===== config.mk =====
export PLATFORM = sky130hd
export DESIGN_NAME = hsv_to_rgb565
export DESIGN_NICKNAME = d
export VERILOG_FILES = /design/src/rtl/hsv_pkg.sv /design/src/rtl/hsv_sector.sv /design/src/rtl/hsv_terms.sv /design/src/rtl/hsv_mul.sv /design/src/rtl/hsv_round.sv /design/src/rtl/hsv_to_rgb565.sv
export SDC_FILE = /design/constraint.sdc
export NUM_CORES = 2
export LEC_CHECK = 0
export BUFFER_PORTS_ARGS = -buffer_cell sky130_fd_sc_hd__buf_2
export CAP_MARGIN = 40
export CELL_PAD_IN_SITES_DETAIL_PLACEMENT = 1
export CELL_PAD_IN_SITES_GLOBAL_PLACEMENT = 2
export CORE_MARGIN = 2
export CORE_UTILIZATION = 43
export DETAILED_ROUTE_END_ITERATION = 16
export PLACE_DENSITY = 0.88
export SETUP_SLACK_MARGIN = 0.2
export SYNTH_ARGS = -nofsm -noshare
export SYNTH_HDL_FRONTEND = slang
export SYNTH_HIERARCHICAL = 1
export SYNTH_SLANG_ARGS = --single-unit

===== constraint.sdc =====
create_clock -name aclk -period 8.5 [get_ports aclk]
set_input_delay 0 -clock aclk [delete_from_list [all_inputs] [get_ports aclk]]
set_output_delay 0 -clock aclk [all_outputs]
set_load 0.05 [all_outputs]

===== src/rtl/hsv_pkg.sv =====
// Shared types and constants for the HSV to RGB565 color converter.
`default_nettype none

package hsv_pkg;

    // Fixed-point 1.0 for saturation and brightness (UQ1.12)
    localparam logic [12:0] ONE_Q12  = 13'd4096;
    // Fixed-point 1.0 for the p, q, t terms before scaling by v (UQ1.28)
    localparam logic [28:0] ONE_Q28  = 29'h1000_0000;
    // One full turn of the hue fraction (UQ1.16)
    localparam logic [16:0] ONE_Q16  = 17'h1_0000;
    // Rounding offset for the final shift by 40
    localparam logic [48:0] HALF_Q40 = 49'h0_0080_0000_0000;

    // Channel lanes inside the packed arrays
    localparam int CH_R = 0;
    localparam int CH_G = 1;
    localparam int CH_B = 2;

    typedef enum logic [2:0] {
        SEC_RED_YEL = 3'd0,
        SEC_YEL_GRN = 3'd1,
        SEC_GRN_CYN = 3'd2,
        SEC_CYN_BLU = 3'd3,
        SEC_BLU_MAG = 3'd4,
        SEC_MAG_RED = 3'd5
    } sector_t;

    typedef struct packed {
        sector_t      sector;
        logic [15:0]  frac;
        logic [12:0]  sat;
        logic [12:0]  val;
    } sec_word_t;

    typedef struct packed {
        logic [12:0]       val;
        logic [2:0][28:0]  term;
    } term_word_t;

    typedef struct packed {
        logic [2:0][40:0]  prod;
    } prod_word_t;

    typedef struct packed {
        logic [2:0][7:0]   chan;
    } pix_word_t;

endpackage

`default_nettype wire


===== src/rtl/hsv_sector.sv =====
// Stage 1: clamp saturation and brightness, split hue into sector and fraction.
`default_nettype none

module hsv_sector
    import hsv_pkg::*;
(
    input  wire logic        aclk,
    input  wire logic        aresetn,
    input  wire logic        in_valid,
    output logic             in_ready,
    input  wire logic [15:0] hue,
    input  wire logic [12:0] saturation,
    input  wire logic [12:0] brightness,
    output logic             out_valid,
    input  wire logic        out_ready,
    output sec_word_t        out_word
);

    logic        valid_reg;
    sec_word_t   word_reg;
    sec_word_t   word_next;
    logic [18:0] hue6;

    // hue * 6 as (hue << 2) + (hue << 1)
    assign hue6 = {1'b0, hue, 2'b00} + {2'b00, hue, 1'b0};

    always_comb begin
        word_next.sector = sector_t'(hue6[18:16]);
        word_next.frac   = hue6[15:0];
        word_next.sat    = (saturation > ONE_Q12) ? ONE_Q12 : saturation;
        word_next.val    = (brightness > ONE_Q12) ? ONE_Q12 : brightness;
    end

    assign in_ready  = !valid_reg || out_ready;
    assign out_valid = valid_reg;
    assign out_word  = word_reg;

    always_ff @(posedge aclk) begin
        if (!aresetn) begin
            valid_reg <= 1'b0;
        end else if (in_ready) begin
            valid_reg <= in_valid;
        end
    end

    always_ff @(posedge aclk) begin
        if (in_ready && in_valid) begin
            word_reg <= word_next;
        end
    end

endmodule

`default_nettype wire


===== src/rtl/hsv_terms.sv =====
// Stage 2: form the p, q, t terms and route them to the channels by sector.
`default_nettype none

module hsv_terms
    import hsv_pkg::*;
(
    input  wire logic      aclk,
    input  wire logic      aresetn,
    input  wire logic      in_valid,
    output logic           in_ready,
    input  wire sec_word_t in_word,
    output logic           out_valid,
    input  wire logic      out_ready,
    output term_word_t     out_word
);

    logic        valid_reg;
    term_word_t  word_reg;
    term_word_t  word_next;
    logic [16:0] frac_inv;
    logic [28:0] sf;
    logic [29:0] sf_inv;
    logic [28:0] term_p;
    logic [28:0] term_q;
    logic [28:0] term_t;

    assign frac_inv = ONE_Q16 - {1'b0, in_word.frac};
    assign sf       = 29'({16'd0, in_word.sat} * {13'd0, in_word.frac});
    assign sf_inv   = 30'({17'd0, in_word.sat} * {13'd0, frac_inv});

    assign term_p = {ONE_Q12 - in_word.sat, 16'h0000};
    assign term_q = ONE_Q28 - sf;
    assign term_t = 29'({1'b0, ONE_Q28} - sf_inv);

    always_comb begin
        word_next.val = in_word.val;
        unique case (in_word.sector)
            SEC_RED_YEL: begin
                word_next.term[CH_R] = ONE_Q28;
                word_next.term[CH_G] = term_t;
                word_next.term[CH_B] = term_p;
            end
            SEC_YEL_GRN: begin
                word_next.term[CH_R] = term_q;
                word_next.term[CH_G] = ONE_Q28;
                word_next.term[CH_B] = term_p;
            end
            SEC_GRN_CYN: begin
                word_next.term[CH_R] = term_p;
                word_next.term[CH_G] = ONE_Q28;
                word_next.term[CH_B] = term_t;
            end
            SEC_CYN_BLU: begin
                word_next.term[CH_R] = term_p;
                word_next.term[CH_G] = term_q;
                word_next.term[CH_B] = ONE_Q28;
            end
            SEC_BLU_MAG: begin
                word_next.term[CH_R] = term_t;
                word_next.term[CH_G] = term_p;
                word_next.term[CH_B] = ONE_Q28;
            end
            default: begin
                word_next.term[CH_R] = ONE_Q28;
                word_next.term[CH_G] = term_p;
                word_next.term[CH_B] = term_q;
            end
        endcase
    end

    assign in_ready  = !valid_reg || out_ready;
    assign out_valid = valid_reg;
    assign out_word  = word_reg;

    always_ff @(posedge aclk) begin
        if (!aresetn) begin
            valid_reg <= 1'b0;
        end else if (in_ready) begin
            valid_reg <= in_valid;
        end
    end

    always_ff @(posedge aclk) begin
        if (in_ready && in_valid) begin
            word_reg <= word_next;
        end
    end

endmodule

`default_nettype wire


===== src/rtl/hsv_mul.sv =====
// Stage 3: scale each channel term by the brightness.
`default_nettype none

module hsv_mul
    import hsv_pkg::*;
(
    input  wire logic       aclk,
    input  wire logic       aresetn,
    input  wire logic       in_valid,
    output logic            in_ready,
    input  wire term_word_t in_word,
    output logic            out_valid,
    input  wire logic       out_ready,
    output prod_word_t      out_word
);

    logic       valid_reg;
    prod_word_t word_reg;
    prod_word_t word_next;

    always_comb begin
        for (int i = 0; i < 3; i++) begin
            word_next.prod[i] = 41'({29'd0, in_word.val} * {13'd0, in_word.term[i]});
        end
    end

    assign in_ready  = !valid_reg || out_ready;
    assign out_valid = valid_reg;
    assign out_word  = word_reg;

    always_ff @(posedge aclk) begin
        if (!aresetn) begin
            valid_reg <= 1'b0;
        end else if (in_ready) begin
            valid_reg <= in_valid;
        end
    end

    always_ff @(posedge aclk) begin
        if (in_ready && in_valid) begin
            word_reg <= word_next;
        end
    end

endmodule

`default_nettype wire


===== src/rtl/hsv_round.sv =====
// Stage 4: multiply by 255, round half up and keep the 8-bit channel.
`default_nettype none

module hsv_round
    import hsv_pkg::*;
(
    input  wire logic       aclk,
    input  wire logic       aresetn,
    input  wire logic       in_valid,
    output logic            in_ready,
    input  wire prod_word_t in_word,
    output logic            out_valid,
    input  wire logic       out_ready,
    output pix_word_t       out_word
);

    logic             valid_reg;
    pix_word_t        word_reg;
    pix_word_t        word_next;
    logic [2:0][48:0] scaled;

    // x * 255 as (x << 8) - x
    always_comb begin
        for (int i = 0; i < 3; i++) begin
            scaled[i] = {in_word.prod[i], 8'h00} - {8'h00, in_word.prod[i]} + HALF_Q40;
            word_next.chan[i] = scaled[i][47:40];
        end
    end

    assign in_ready  = !valid_reg || out_ready;
    assign out_valid = valid_reg;
    assign out_word  = word_reg;

    always_ff @(posedge aclk) begin
        if (!aresetn) begin
            valid_reg <= 1'b0;
        end else if (in_ready) begin
            valid_reg <= in_valid;
        end
    end

    always_ff @(posedge aclk) begin
        if (in_ready && in_valid) begin
            word_reg <= word_next;
        end
    end

endmodule

`default_nettype wire


===== src/rtl/hsv_to_rgb565.sv =====
// HSV to RGB888/RGB565 converter: top level with the four-stage pipeline.
//
// Input stream (s_*): one word per color, hue as a fraction of a turn
// (65536 = one turn), saturation and brightness in UQ1.12 (4096 = 1.0;
// larger values clamp to 1.0).
// Output stream (m_*): 8-bit red, green and blue, each channel term *
// brightness * 255 rounded half up, plus the RGB565 pack of their top bits.
// A word passes the register stages in order: sector split, term forming,
// brightness multiply, and scale-and-round, one register stage each.
// Throughput is one word per clock while m_tready stays high; the
// multiplies are split so that no stage holds more than one multiplier
// deep of logic.
// Each stage has its own valid bit and takes a new word when it is empty
// or its successor takes its word, so bubbles close up while the output
// is stalled. With m_tready low the output word holds and the pipeline
// keeps filling until all four stages are full, then s_tready drops.
// Reset (aresetn low, synchronous) empties all stages; no word is in flight
// afterwards.
`default_nettype none

module hsv_to_rgb565
    import hsv_pkg::*;
(
    input  wire logic        aclk,
    input  wire logic        aresetn,
    input  wire logic        s_tvalid,
    output logic             s_tready,
    input  wire logic [47:0] s_tdata,   // hue[15:0], saturation[28:16], brightness[41:29], zeros
    output logic             m_tvalid,
    input  wire logic        m_tready,
    output logic [39:0]      m_tdata    // red[7:0], green[15:8], blue[23:16], packed_565[39:24]
);

    logic       sec_valid;
    logic       sec_ready;
    sec_word_t  sec_word;
    logic       term_valid;
    logic       term_ready;
    term_word_t term_word;
    logic       prod_valid;
    logic       prod_ready;
    prod_word_t prod_word;
    pix_word_t  pix_word;
    logic [15:0] pack;

    hsv_sector u_sector (
        .aclk       (aclk),
        .aresetn    (aresetn),
        .in_valid   (s_tvalid),
        .in_ready   (s_tready),
        .hue        (s_tdata[15:0]),
        .saturation (s_tdata[28:16]),
        .brightness (s_tdata[41:29]),
        .out_valid  (sec_valid),
        .out_ready  (sec_ready),
        .out_word   (sec_word)
    );

    hsv_terms u_terms (
        .aclk      (aclk),
        .aresetn   (aresetn),
        .in_valid  (sec_valid),
        .in_ready  (sec_ready),
        .in_word   (sec_word),
        .out_valid (term_valid),
        .out_ready (term_ready),
        .out_word  (term_word)
    );

    hsv_mul u_mul (
        .aclk      (aclk),
        .aresetn   (aresetn),
        .in_valid  (term_valid),
        .in_ready  (term_ready),
        .in_word   (term_word),
        .out_valid (prod_valid),
        .out_ready (prod_ready),
        .out_word  (prod_word)
    );

    hsv_round u_round (
        .aclk      (aclk),
        .aresetn   (aresetn),
        .in_valid  (prod_valid),
        .in_ready  (prod_ready),
        .in_word   (prod_word),
        .out_valid (m_tvalid),
        .out_ready (m_tready),
        .out_word  (pix_word)
    );

    assign pack = {pix_word.chan[CH_R][7:3], pix_word.chan[CH_G][7:2], pix_word.chan[CH_B][7:3]};

    assign m_tdata = {pack, pix_word.chan[CH_B], pix_word.chan[CH_G], pix_word.chan[CH_R]};

`ifndef ASSERT_OFF
    // An empty or draining output stage must let the input side accept
    a_ready_chain: assert property (@(posedge aclk) disable iff (!aresetn)
        (!m_tvalid || m_tready) |-> s_tready)
        else $error("s_tready low while the output stage can advance");

    // A word accepted with the receiver ready throughout must reach the output
    a_latency: assert property (@(posedge aclk) disable iff (!aresetn)
        (s_tvalid && s_tready && m_tready) ##1 m_tready ##1 m_tready ##1 m_tready
        |=> m_tvalid)
        else $error("accepted word did not reach the output in four cycles");

    // Reset empties the pipeline
    a_reset_empty: assert property (@(posedge aclk)
        !aresetn |=> !m_tvalid)
        else $error("output valid right after reset");
`endif

endmodule

`default_nettype wire

==> run metrics <==
status finished clean; Crit path top cell by count fa_1; share of cells above drive strength 1 3.94%; DRC Markers 0; CTS tree built; Worst Hold Class primary input to flop; gr usage total 24.0%; I/O pins 94; most frequent cell after synthesis inv_1; clk buf depth 3; Placeable Area 154000 um^2; routed len/inst 19.8 um; die height 399 um; Final Worst Setup Slack 0.499 ns; Num CTS Buffers 42; crit share post-route 94.1%; sequential element share of the synthesized area 13.2%; CP bufs+invs 3; Final Hold Fails 0; initial antenna violation count 5; top-area cell type share of the netlist area 35.9%; gp weighted congestion 0.868; RSZ-0062 raised after global routing false; Synth Net Count 9261; Iteration-0 DRC Markers 2502; Rows 144; total grt overflow 0; Yosys warning count 6; Main synth FF type edfxtp_1; top post-synthesis cells by count inv_1 (1535), fa_1 (1203), nand2_1 (978), and2_1 (732), ha_1 (688); setup TNS 0 ns; Post-Syn Instances 7318; clock skew 0.0517 ns; asr flop ratio synth 0%; CP Max Fanout 10; Max Clock Freq 125 MHz; Worst-Margin Slew 0.986 ns; pre-CTS setup slack 0.249 ns; dpl cell area 69500 um^2; Die Wd 399 um; largest net degree at the start of global routing 88; Area Overhead vs Synth 7.07%; DR pass1 iterations 5; endpoints failing setup 0; Yosys reg bits 295; vias in the first global route 57322; routed vias 49844; Crit Path Class flop to flop; root buffer cell clkbuf_16; syn_area_per_cell 9.15 um^2; Starting Density 43.4%; antenna viol nets, final 0; WP data arrival 8.38 ns; distinct cell type count after synthesis 99; total routed wirelength 185000 um; clock sink count 295; # port buffers 87; Required @ worst endpoint 8.88 ns; vias per cell 5.34; Synth area leaders fa_1 (36%), edfxtp_1 (13%), ha_1 (13%), inv_1 (8.6%), and2_1 (6.8%); count of flip-flops with a built-in enable after synthesis 291; Clock transition at path regs 0.07 ns; Worst path top cell family by delay adder cells; Final nets 9199; die area 159000 um^2; synthesized area 67000 um^2; H-tree Lvls 2; hpwl dp 147000 um; Startpoint Class flop; Clock Latency Late Sink 0.64 ns; Slew Limit Headroom 34.0%; slowest cell delay on critical path 0.58 ns; final instance area 71700 um^2; Pins Over Slew Limit 0; Final Critical Period 8.00 ns; CP max stage cell fa_1; first-pass GRT wire length 305000 um; total of max-cap violations 0; Worst setup EP type flop; leading area contributor after synthesis fa_1
[flip-flops by register name (all words and copies together) (netlist names)]
signal / cells
u_mul/out_valid: 1
u_mul/out_word: 123
u_sector/out_valid: 1
u_round/out_valid: 1
u_terms/out_valid: 1
u_terms/out_word: 100
u_sector/out_word: 44
u_round/out_word: 24
[path summary, 6_finish.rpt]
check                                                        start                              end  slack [ns]  cells past startpoint
worst max-delay path               u_sector/out_word[28]$_DFFE_PP_   u_terms/out_word[85]$_DFFE_PP_        0.50                     25
worst min-delay path                                    s_tdata[0]  u_sector/out_word[27]$_DFFE_PP_        0.15                      2
worst max register to register     u_sector/out_word[28]$_DFFE_PP_   u_terms/out_word[85]$_DFFE_PP_        0.50                     25
worst min register to register  u_sector/out_word[3]$_SDFFCE_PN0P_   u_terms/out_word[90]$_DFFE_PP_        0.42                      0
[cell families after synthesis]
group | synth area share [%]
simple gates | 15.9
other cells | 0.00560
buf+inv | 10.7
mux | 0.0467
fa+ha+maj | 48.8
compound gates | 8.33
xor+xnor | 3.07
flops | 13.2
[repair_timing]
| item | in CTS | in global routing |
|---|---|---|
| buffers inserted | 0 | 1 |
| endpoints found under the setup margin | 0 | 20 |
| hold buffers | 78 | 0 |
| resized for setup | 0 | 7 |
| endpoints found under the hold margin | 47 | 0 |
[cell type report]
class / count / area (um^2)
multi-input cells: 5127 / 51000
flip-flops and latches: 295 / 8820
clock buffers: 44 / 1080
clock inverters: 33 / 380
well taps: 2044 / 2560
diodes: 1 / 2.50
inverters: 1536 / 5770
repair buffers: 254 / 2100
fillers: 17729 / 82700
[layout by cell type (no fill, tap or decap), drive strengths merged, types with 33 or more instances in the layout]
| master | instances |
|---|---|
| a211oi | 37 |
| a21o | 111 |
| a21oi | 239 |
| and2 | 733 |
| buf | 176 |
| clkbuf | 44 |
| dlygate4sd3 | 78 |
| edfxtp | 291 |
| fa | 1203 |
| ha | 688 |
| inv | 1542 |
| nand2 | 979 |
| nand3 | 52 |
| nand4 | 38 |
| nor2 | 148 |
| nor2b | 45 |
| nor3 | 38 |
| o21a | 33 |
| o21ai | 139 |
| o22ai | 44 |
| xnor2 | 143 |
| xor2 | 91 |
[worst reg2reg max path, cell delays in order, from the launching register on]
cell and delay, ns:
edfxtp_1 0.39, or3_1 0.41, or3b_4 0.43, or4_4 0.49, nor3_1 0.27, xnor2_1 0.20, buf_4 0.21, and2_1 0.18
fa_1 0.54, inv_1 0.06, fa_1 0.49, fa_1 0.58, fa_1 0.43, fa_1 0.45, ha_1 0.31, ha_1 0.35
nand2_1 0.08, o21bai_1 0.09, or3_1 0.35, a311o_1 0.35, a21oi_2 0.22, a2111oi_0 0.12, a311oi_1 0.28, buf_4 0.17
o22ai_1 0.09, o21a_1 0.20
[metal layers]
metal  wire, um  GRT usage, %  vias to the layer above  share of wire, %
met4       4860          6.60                        2               2.6
met2      93200          42.9                     1046                50
li1           -             -                    22562                 -
met3       7500          2.49                      287               4.1
met1      79600          30.8                    25947                43
met5         13             0                        -            0.0070
[per-stage QoR]
stage	instances	hold slack, ns	utilization [%]
4_1_cts	9332	0.109	46.4
2_1_floorplan	7318	0.0989	-
3_5_place_dp	9177	0.253	45.0
6_report	9334	0.146	46.5
5_1_grt	9333	0.153	46.5
3_3_place_gp	9168	0.248	44.9
Power is not shown: default switching activity piles up to over one toggle a cycle in this logic, so the estimate is an artifact.
